$ cat src/design/u8u16_pkg.sv
`default_nettype none
package u8u16_pkg;

  localparam logic [15:0] REPL_RESET = 16'h003F;
  localparam logic [15:0] SURR_HI    = 16'hD800;
  localparam logic [15:0] SURR_LO    = 16'hDC00;
  localparam logic [20:0] CP_SUPP    = 21'h010000;
  localparam logic [20:0] CP_MAX     = 21'h10FFFF;

  // Sequence lengths announced by a lead byte.
  localparam logic [2:0] LEN_NONE = 3'd0;
  localparam logic [2:0] LEN_TWO  = 3'd2;
  localparam logic [2:0] LEN_THREE = 3'd3;
  localparam logic [2:0] LEN_FOUR = 3'd4;

  localparam int CMD_DEPTH = 4;
  localparam int CMD_PTR_W = $clog2(CMD_DEPTH);
  localparam int CMD_CNT_W = $clog2(CMD_DEPTH + 1);

  typedef struct packed {
    logic [7:0] data_byte;
    logic       is_last;
  } in_word_t;

  typedef struct packed {
    logic [15:0] code_unit;
    logic        run_last;
    logic        string_end;
  } out_word_t;

  // Work for the back end: rep_cnt replacements first, then up to two units.
  typedef struct packed {
    logic [2:0]  rep_cnt;
    logic [1:0]  last_idx;
    logic [15:0] unit0;
    logic [15:0] unit1;
    logic        is_last;
  } cmd_t;

endpackage
`default_nettype wire

$ cat src/design/utf8_to_utf16_transcoder_core.sv
`default_nettype none
// A pushed byte's command, if any, is written into the command queue; its first
// UTF-16 word is then registered at the output. One byte is accepted per cycle
// while the queue has room; the output drains one word per cycle when popped, so
// a byte yielding n words holds it until all n drain. A four-entry command queue
// between decoder and expander absorbs such bursts. Reset (rst, synchronous):
// no sequence open, queue and output emptied, replacement unit back to 003F.
module utf8_to_utf16_transcoder_core import u8u16_pkg::*; (
  input  wire logic        clk,
  input  wire logic        rst,
  input  wire logic        push,
  output logic             full,
  input  wire in_word_t    wr_data,
  output logic             empty,
  input  wire logic        pop,
  output out_word_t        rd_data,
  input  wire logic        cfg_valid,
  output logic             cfg_ready,
  input  wire logic [15:0] cfg_data
);

  logic [15:0] repl;
  logic        accept;
  logic        cmd_push;
  cmd_t        cmd;
  logic        cmd_pop;
  logic        cmd_valid;
  cmd_t        head;

  assign cfg_ready = 1'b1;
  assign accept = push && !full;

  always_ff @(posedge clk) begin
    if (rst) begin
      repl <= REPL_RESET;
    end else if (cfg_valid) begin
      repl <= cfg_data;
    end
  end

  u8u16_front u_front (
    .clk      (clk),
    .rst      (rst),
    .accept   (accept),
    .wr_data  (wr_data),
    .cmd_push (cmd_push),
    .cmd      (cmd)
  );

  u8u16_cmd_fifo u_fifo (
    .clk       (clk),
    .rst       (rst),
    .wr_en     (cmd_push),
    .wr_cmd    (cmd),
    .full      (full),
    .rd_en     (cmd_pop),
    .cmd_valid (cmd_valid),
    .head      (head)
  );

  u8u16_back u_back (
    .clk       (clk),
    .rst       (rst),
    .cmd_valid (cmd_valid),
    .head      (head),
    .repl      (repl),
    .cmd_pop   (cmd_pop),
    .empty     (empty),
    .pop       (pop),
    .rd_data   (rd_data)
  );

endmodule
`default_nettype wire

$ cat src/design/u8u16_front.sv
`default_nettype none
module u8u16_front import u8u16_pkg::*; (
  input  wire logic     clk,
  input  wire logic     rst,
  input  wire logic     accept,
  input  wire in_word_t wr_data,
  output logic          cmd_push,
  output cmd_t          cmd
);

  logic [2:0]  exp_len;
  logic [1:0]  held;
  logic [20:0] partial;
  logic [2:0]  exp_len_next;
  logic [1:0]  held_next;
  logic [20:0] partial_next;

  logic [7:0]  b;
  logic        is_cont;
  logic [20:0] pc_cat;
  logic [19:0] v;
  logic [2:0]  rep;
  logic [1:0]  ucnt;
  logic [2:0]  total;
  logic [15:0] u0;
  logic [15:0] u1;

  always_comb begin
    b = wr_data.data_byte;
    is_cont = b inside {[8'h80:8'hBF]};
    pc_cat = {partial[14:0], b[5:0]};
    v = pc_cat[19:0] - CP_SUPP[19:0];
    exp_len_next = exp_len;
    held_next = held;
    partial_next = partial;
    rep = 3'd0;
    ucnt = 2'd0;
    u0 = 16'h0000;
    u1 = 16'h0000;
    if (exp_len != LEN_NONE && is_cont) begin
      if ({1'b0, held} + 3'd2 >= exp_len) begin
        if (pc_cat > CP_MAX) begin
          rep = 3'd1;
        end else if (pc_cat >= CP_SUPP) begin
          u0 = SURR_HI | {6'b0, v[19:10]};
          u1 = SURR_LO | {6'b0, v[9:0]};
          ucnt = 2'd2;
        end else begin
          u0 = pc_cat[15:0];
          ucnt = 2'd1;
        end
        exp_len_next = LEN_NONE;
        held_next = 2'd0;
        partial_next = 21'd0;
      end else if (wr_data.is_last) begin
        rep = {1'b0, held} + 3'd2;
        exp_len_next = LEN_NONE;
        held_next = 2'd0;
        partial_next = 21'd0;
      end else begin
        held_next = held + 2'd1;
        partial_next = pc_cat;
      end
    end else begin
      // A broken sequence flushes one replacement per buffered byte first.
      rep = (exp_len != LEN_NONE) ? {1'b0, held} + 3'd1 : 3'd0;
      exp_len_next = LEN_NONE;
      held_next = 2'd0;
      partial_next = 21'd0;
      if (!b[7]) begin
        u0 = {8'h00, b};
        ucnt = 2'd1;
      end else if (is_cont || b inside {[8'hF8:8'hFF]}) begin
        rep = rep + 3'd1;
      end else if (wr_data.is_last) begin
        rep = rep + 3'd1;
      end else begin
        if (b inside {[8'hC0:8'hDF]}) begin
          exp_len_next = LEN_TWO;
          partial_next = {16'd0, b[4:0]};
        end else if (b inside {[8'hE0:8'hEF]}) begin
          exp_len_next = LEN_THREE;
          partial_next = {17'd0, b[3:0]};
        end else begin
          exp_len_next = LEN_FOUR;
          partial_next = {18'd0, b[2:0]};
        end
      end
    end
    total = rep + {1'b0, ucnt};
    cmd_push = accept && (total != 3'd0);
    cmd.rep_cnt = rep;
    cmd.last_idx = 2'(total - 3'd1);
    cmd.unit0 = u0;
    cmd.unit1 = u1;
    cmd.is_last = wr_data.is_last;
  end

  always_ff @(posedge clk) begin
    if (rst) begin
      exp_len <= LEN_NONE;
      held <= 2'd0;
      partial <= 21'd0;
    end else if (accept) begin
      exp_len <= exp_len_next;
      held <= held_next;
      partial <= partial_next;
    end
  end

  // An open sequence never holds as many continuations as it needs.
  a_held_bound: assert property (@(posedge clk) disable iff (rst)
    exp_len != LEN_NONE |-> {1'b0, held} + 3'd2 <= exp_len)
    else $error("front holds too many continuation bytes");

endmodule
`default_nettype wire

$ cat src/design/u8u16_cmd_fifo.sv
`default_nettype none
module u8u16_cmd_fifo import u8u16_pkg::*; (
  input  wire logic clk,
  input  wire logic rst,
  input  wire logic wr_en,
  input  wire cmd_t wr_cmd,
  output logic      full,
  input  wire logic rd_en,
  output logic      cmd_valid,
  output cmd_t      head
);

  cmd_t                 mem [CMD_DEPTH];
  logic [CMD_PTR_W-1:0] wr_ptr;
  logic [CMD_PTR_W-1:0] rd_ptr;
  logic [CMD_CNT_W-1:0] count;

  assign full = (count == CMD_CNT_W'(CMD_DEPTH));
  assign cmd_valid = (count != '0);
  assign head = mem[rd_ptr];

  always_ff @(posedge clk) begin
    if (wr_en) begin
      mem[wr_ptr] <= wr_cmd;
    end
  end

  always_ff @(posedge clk) begin
    if (rst) begin
      wr_ptr <= '0;
      rd_ptr <= '0;
      count <= '0;
    end else begin
      if (wr_en) begin
        wr_ptr <= wr_ptr + CMD_PTR_W'(1);
      end
      if (rd_en) begin
        rd_ptr <= rd_ptr + CMD_PTR_W'(1);
      end
      if (wr_en && !rd_en) begin
        count <= count + CMD_CNT_W'(1);
      end else if (rd_en && !wr_en) begin
        count <= count - CMD_CNT_W'(1);
      end
    end
  end

  a_no_overflow: assert property (@(posedge clk) disable iff (rst)
    wr_en |-> !full)
    else $error("command queue written while full");

  a_no_underflow: assert property (@(posedge clk) disable iff (rst)
    rd_en |-> cmd_valid)
    else $error("command queue read while empty");

endmodule
`default_nettype wire

$ cat src/design/u8u16_back.sv
`default_nettype none
module u8u16_back import u8u16_pkg::*; (
  input  wire logic        clk,
  input  wire logic        rst,
  input  wire logic        cmd_valid,
  input  wire cmd_t        head,
  input  wire logic [15:0] repl,
  output logic             cmd_pop,
  output logic             empty,
  input  wire logic        pop,
  output out_word_t        rd_data
);

  logic       out_valid;
  logic [1:0] idx;
  logic       load;
  logic       at_end;
  logic [2:0] tail_pos;
  out_word_t  unit;

  always_comb begin
    at_end = (idx == head.last_idx);
    tail_pos = {1'b0, idx} - head.rep_cnt;
    unit.run_last = at_end;
    unit.string_end = at_end && head.is_last;
    if ({1'b0, idx} < head.rep_cnt) begin
      unit.code_unit = repl;
    end else if (tail_pos[0]) begin
      unit.code_unit = head.unit1;
    end else begin
      unit.code_unit = head.unit0;
    end
    load = cmd_valid && (!out_valid || pop);
    cmd_pop = load && at_end;
  end

  assign empty = !out_valid;

  always_ff @(posedge clk) begin
    if (load) begin
      rd_data <= unit;
    end
  end

  always_ff @(posedge clk) begin
    if (rst) begin
      out_valid <= 1'b0;
      idx <= 2'd0;
    end else begin
      if (load) begin
        out_valid <= 1'b1;
        idx <= at_end ? 2'd0 : idx + 2'd1;
      end else if (pop) begin
        out_valid <= 1'b0;
      end
    end
  end

  // A command being expanded stays at the head of the queue until done.
  a_cmd_held: assert property (@(posedge clk) disable iff (rst)
    idx != 2'd0 |-> cmd_valid)
    else $error("command left the queue mid-expansion");

endmodule
`default_nettype wire
$ cat config.mk
export PLATFORM = sky130hd
export DESIGN_NAME = utf8_to_utf16_transcoder_core
export DESIGN_NICKNAME = d
export VERILOG_FILES = /design/src/design/u8u16_pkg.sv /design/src/design/utf8_to_utf16_transcoder_core.sv /design/src/design/u8u16_front.sv /design/src/design/u8u16_cmd_fifo.sv /design/src/design/u8u16_back.sv
export SDC_FILE = /design/constraint.sdc
export NUM_CORES = 1
export LEC_CHECK = 0
export ABC_AREA = 1
export BUFFER_PORTS_ARGS = -buffer_cell sky130_fd_sc_hd__buf_2
export CORE_MARGIN = 5
export CORE_UTILIZATION = 66
export DETAILED_ROUTE_END_ITERATION = 7
export PLACE_DENSITY = 0.85
export SLEW_MARGIN = 10
export SYNTH_ARGS = -nofsm -noshare
export SYNTH_HDL_FRONTEND = slang
export SYNTH_HIERARCHICAL = 1
export SYNTH_SLANG_ARGS = --single-unit
$ cat constraint.sdc
create_clock -name clk -period 8.2 [get_ports clk]
set_clock_uncertainty 0.1 [all_clocks]
set_input_delay 1.64 -clock clk [delete_from_list [all_inputs] [get_ports clk]]
set_output_delay 1.64 -clock clk [all_outputs]
set_load 0.1 [all_outputs]
=== Word level (Yosys, flattened, before mapping) ===
Memories as Yosys holds them, arrays and structs flattened. A register that Yosys moved wholly into a read port is not among the register bits.
Index checks and enable logic that the tools add are counted.

* Bits in writable memories: 152
* Word-level logic and storage cells: 117
* Bits of input ports: 30
* Register bits after elaboration: 64
* Memories kept: 1
* Output and inout port bits: 21

* Add/sub/neg operators: 13
* Reduce and logical (&&, ||, !) cells: 24
* Magnitude comparators: 12
* Eq/ne operators: 3
* Multiplexer cells: 52

{| class="wikitable"
|+ Memories
! name !! depth !! width !! rd ports !! clocked after memory_dff !! write ports !! RTL line !! source
|-
| u_fifo.mem || 4 || 38 || 1 || 1 || 1 || u8u16_cmd_fifo.sv:13 || <nowiki>cmd_t mem [CMD_DEPTH];</nowiki>
|}

{| class="wikitable"
|+ Operators with widths
! cell !! count
|-
| $mux W16 || 10
|-
| $mux W15 || 7
|-
| $mux W3 || 17
|-
| $ge A8 B8 Y1 const B || 4
|-
| $le A8 B8 Y1 const B || 4
|-
| $ge A21 B17 Y1 const B || 1
|-
| $gt A21 B21 Y1 const B || 1
|-
| $mux W2 || 10
|-
| $sub A20 B17 Y20 const B || 1
|-
| $logic_and A1 B1 Y1 || 12
|-
| $reduce_bool A3 Y1 || 3
|-
| $add A2 B1 Y2 const B || 4
|-
| $mux W7 || 1
|-
| $add A3 B1 Y3 const B || 2
|-
| $mux W1 || 6
|-
| $logic_not A1 Y1 || 4
|-
| $mux W4 || 1
|-
| $reduce_bool A2 Y1 || 2
|-
| $add A2 B1 Y3 const B || 1
|-
| $add A2 B2 Y3 const B || 1
|-
| $add A3 B2 Y3 || 1
|-
| $eq A3 B3 Y1 const B || 1
|-
| $ge A3 B3 Y1 || 1
|-
| $lt A2 B3 Y1 || 1
|-
| 7 further kinds || 8
|}

=== Depth between registers and ports, before layout ===
* Depth in word-level cells: 14
* Depth in mapped cells: 25
* Mapped depth without buffers: 25

=== Modules after synthesis ===
The synthesis kept the hierarchy.

{| class="wikitable"
|+ Modules (own cells, without submodules)
! module !! area an instance (µm²) !! cells an instance !! times used !! seq. area each (µm²)
|-
| u8u16_cmd_fifo || 6087.1 || 427 || 1 || 4744.6
|-
| u8u16_front || 1714.1 || 264 || 1 || 400.4
|-
| u8u16_back || 1263.7 || 162 || 1 || 600.6
|-
| utf8_to_utf16_transcoder_core || 664.4 || 94 || 1 || 320.3
|}

=== Worst setup path after synthesis ===
Ideal clock, no wire load.

* Kind: in2reg
* From: input port wr_data[4] (netlist name)
* To: memory u_fifo/mem[0][0] (netlist name), enable pin
* Path buffers: 1
* Data required time: 7707 ps
* Arrival: 4773 ps
* Path slack: 2934 ps
* Setup time: 393 ps
* Stages on the path: 15
* Cells stage by stage: nand4_1 -> or2_2 -> o21ai_0 -> nand3_1 -> buf_4 -> o21ai_0 -> ha_1 -> inv_1 -> fa_1 -> ha_1 -> nand2_1 -> nor2_1 -> nor2_1 -> nand2_1 -> inv_1

{| class="wikitable"
|+ RTL lines
! what !! RTL line !! source
|-
| from (decl) || utf8_to_utf16_transcoder_core.sv:13 || <nowiki>input wire in_word_t wr_data,</nowiki>
|-
| to (decl) || u8u16_cmd_fifo.sv:13 ||
|}

==> impl_metrics.env <==
export IMPL_outcome="complete, but fails checks"
export IMPL_violations="DRC"
export IMPL_yosys_area_top_type="edfxtp_1"
export IMPL_ys_types=40
export IMPL_cp_required_ns=8.27
export IMPL_dominantRegCellSynth="edfxtp_1"
export IMPL_fin_nets=1027
export IMPL_n_fill_cell=969
export IMPL_ir_drop_mv=0.192
export IMPL_numCtsBuffers=22
export IMPL_leakagePower_nw=4.22
export IMPL_post_cts_resize_count=0
export IMPL_synthAdderAreaFrac=0.0247
export IMPL_via_per_inst=5.99
export IMPL_final_cells=1179
export IMPL_critPathArrivalTime_ns=5.59
export IMPL_critPathSlowestCell="o21ai_0"
export IMPL_yosysMostFrequentCell="edfxtp_1"
export IMPL_place_gp_congestion=0.970
export IMPL_synth_seq_cells=218
export IMPL_wl_per_cell_um=18.3
export IMPL_synth_simple_area_share=0.146
export IMPL_clkSlewWorstSetupHoldPaths_ns=0.06
export IMPL_area_growth_synth_to_final_pct=8.89
export IMPL_die_h_um=131
export IMPL_antenna_found_initial=0
export IMPL_hold_class="flip-flop to flip-flop"
export IMPL_yosysWarnings=6
export IMPL_drive_gt1_frac=0.133
export IMPL_cts_hold_buffers=0
export IMPL_track_usage=0.245
export IMPL_cts_sinks=218
export IMPL_fin_hold_ws_ns=0.360
export IMPL_slew_headroom=0.221
export IMPL_synth_compound_area_frac=0.126
export IMPL_crit_path_end_kind="flip-flop"
export IMPL_cellPowerDensity_nw_per_um2=373
export IMPL_setup_slack_ns=2.68
export IMPL_core_area_um2=14500
export IMPL_synth_net_count=995
export IMPL_vias=7067
export IMPL_cts_setup_buffers=0
export IMPL_crit_fanout=24
export IMPL_ios=51
export IMPL_start_util=0.672
export IMPL_overflow=0
export IMPL_drt_wl_total_mm=21.5
export IMPL_dieArea_um2=17300
export IMPL_root_buffer="clkbuf_16"
export IMPL_n_antenna_cell=0
export IMPL_period_minus_slack_ns=5.52
export IMPL_synthTopCellsByCount="edfxtp_1 (170), nor2_1 (140), nand2_1 (130), o21ai_0 (119), inv_1 (95)"
export IMPL_finalSetupViolCount=0
export IMPL_portBuffers=49
export IMPL_drc_errors=1
export IMPL_grt_pass1_vias=6783
export IMPL_cts_path_max_buffers=3
export IMPL_dr_pass1_iters=7
export IMPL_die_w_um=131
export IMPL_dp_cells=1139
export IMPL_synth_area_um2=9730
export IMPL_maxCapViolations=0
export IMPL_num_rows=44
export IMPL_cp_cell_sequence="buf_2 > nand4_1 > or2_2 > o21ai_0 > nand3_1 > o21ai_0 > ha_1 > inv_1 > fa_1 > ha_1 > nand2_1 > nor2_1 > nor2_1 > nand2_1 > inv_1 > buf_4"
export IMPL_tns_ns=0
export IMPL_synth_edf_count=170
export IMPL_yosys_top_cells_area="edfxtp_1 (52%), dfxtp_1 (9.9%), o21ai_0 (6.1%)"
export IMPL_drt_iter0_drc=794
export IMPL_post_route_util=0.732
export IMPL_crit_type="input pin to flip-flop"
export IMPL_tritoncts="done"
export IMPL_grt_start_max_net_pins=78
export IMPL_grt_pass1_wl_mm=34.7
export IMPL_synthXorXnorAreaFrac=0.00270
export IMPL_fmax_ghz=0.181
export IMPL_htreeDepth=1
export IMPL_synth_top_family_by_area="simple AND/OR/NAND/NOR gates"
export IMPL_tightest_slew_ns=1.17
export IMPL_rsz0062_at_grt="no"
export IMPL_async_flop_share=0
export IMPL_final_max_slew_violation_count=0
export IMPL_clk_insertion_delay_late_ns=0.51
export IMPL_synth_top_area_share=0.525
export IMPL_max_stage_delay_ns=0.52
export IMPL_dp_slack_ns=2.24
export IMPL_finalCritPeriodShare=0.673
export IMPL_antenna_left=0
export IMPL_yosysSeqAreaShare=0.623
export IMPL_synth_area_per_cell_um2=10.3
export IMPL_syn_inst=947
export IMPL_critPathLaunchType="input pin"
export IMPL_final_hold_viol_count=0
export IMPL_place_hpwl_mm=13.3
export IMPL_yosys_mux_area_fraction=0
final timing paths:
check / startpoint / to / slack, ns / cells after the start
worst max-delay path: wr_data[4] / u_fifo/mem[0][32] / 2.68 / 16
worst min-delay path: repl[4] / repl[4] / 0.36 / 2
worst max register to register: u_front/partial[5] / u_fifo/mem[0][32] / 3.55 / 16
worst min register to register: repl[4] / repl[4] / 0.36 / 2
worst max-delay path, delay by kind of cell:
| family | cells | cell delay [ns] |
|---|---|---|
| AOI/OAI and AO/OA | 2 | 0.67 |
| and+or+nand+nor | 7 | 1.28 |
| adders and majority gates | 3 | 0.87 |
| buffers and inverters | 4 | 1.11 |
power breakdown:
group | switching [mW] | internal (mW)
clock | 0.399 | 0.540
sequential | 0.0683 | 1.46
combinational | 1.16 | 0.327
total | 1.63 | 2.32
registers in the layout (all words and copies together), names as in the netlist, 3 cells and up, named ones only:
| signal | flops |
|---|---|
| repl | 16 |
| u_front/exp_len | 3 |
| u_front/partial | 15 |
| u_fifo/mem | 152 |
| u_back/rd_data | 18 |
| u_fifo/count | 3 |
layout make-up:
| cell class | count | area, um^2 | area share |
|---|---|---|---|
| clock inverters | 14 | 86.3 | 0.00815 |
| well taps | 184 | 230 | 0.0217 |
| repair buffers | 57 | 305 | 0.0288 |
| multi-input cells | 577 | 2930 | 0.277 |
| inverters | 103 | 388 | 0.0366 |
| clock buffers | 26 | 587 | 0.0554 |
| flip-flops and latches | 218 | 6070 | 0.573 |
logic make-up (layout without fill, tap and decap cells):
group,count (synthesis),count (layout)
simple gates,339,339
flops,218,218
compound gates,215,215
buf+inv,152,200
fa+ha+maj,18,18
xor+xnor,3,3
other cells,2,2
metrics by stage:
step / power [mW] / instance area [um^2]
after floorplan: 2.74 / 9730
after global placement: 2.96 / 9910
after detailed placement: 3.00 / 9910
after CTS: 3.95 / 10600
after global routing: 4.16 / 10600
final: 3.96 / 10600
cell usage in the layout, fill, tap and decap left out, types with 22 or more instances in the layout:
| cell | Yosys | final |
|---|---|---|
| nand2_1 | 130 | 130 |
| o22ai_1 | 38 | 37 |
| nand3_1 | 22 | 22 |
| buf_2 | 9 | 49 |
| nor2_1 | 140 | 139 |
| edfxtp_1 | 170 | 170 |
| clkbuf_16 | 0 | 23 |
| inv_1 | 95 | 95 |
| o21ai_0 | 119 | 119 |
| dfxtp_1 | 48 | 47 |
routing by layer:
metal | vias up | track usage | wire (um) | part of all wire
met5 | - | 0 | 0 | 0
li1 | 3298 | - | - | -
met4 | 0 | 0.0880 | 794 | 0.037
met3 | 66 | 0.0432 | 2010 | 0.093
met1 | 3290 | 0.324 | 8230 | 0.38
met2 | 413 | 0.412 | 10500 | 0.49
No activity file was read; power rests on OpenSTA's default activity.
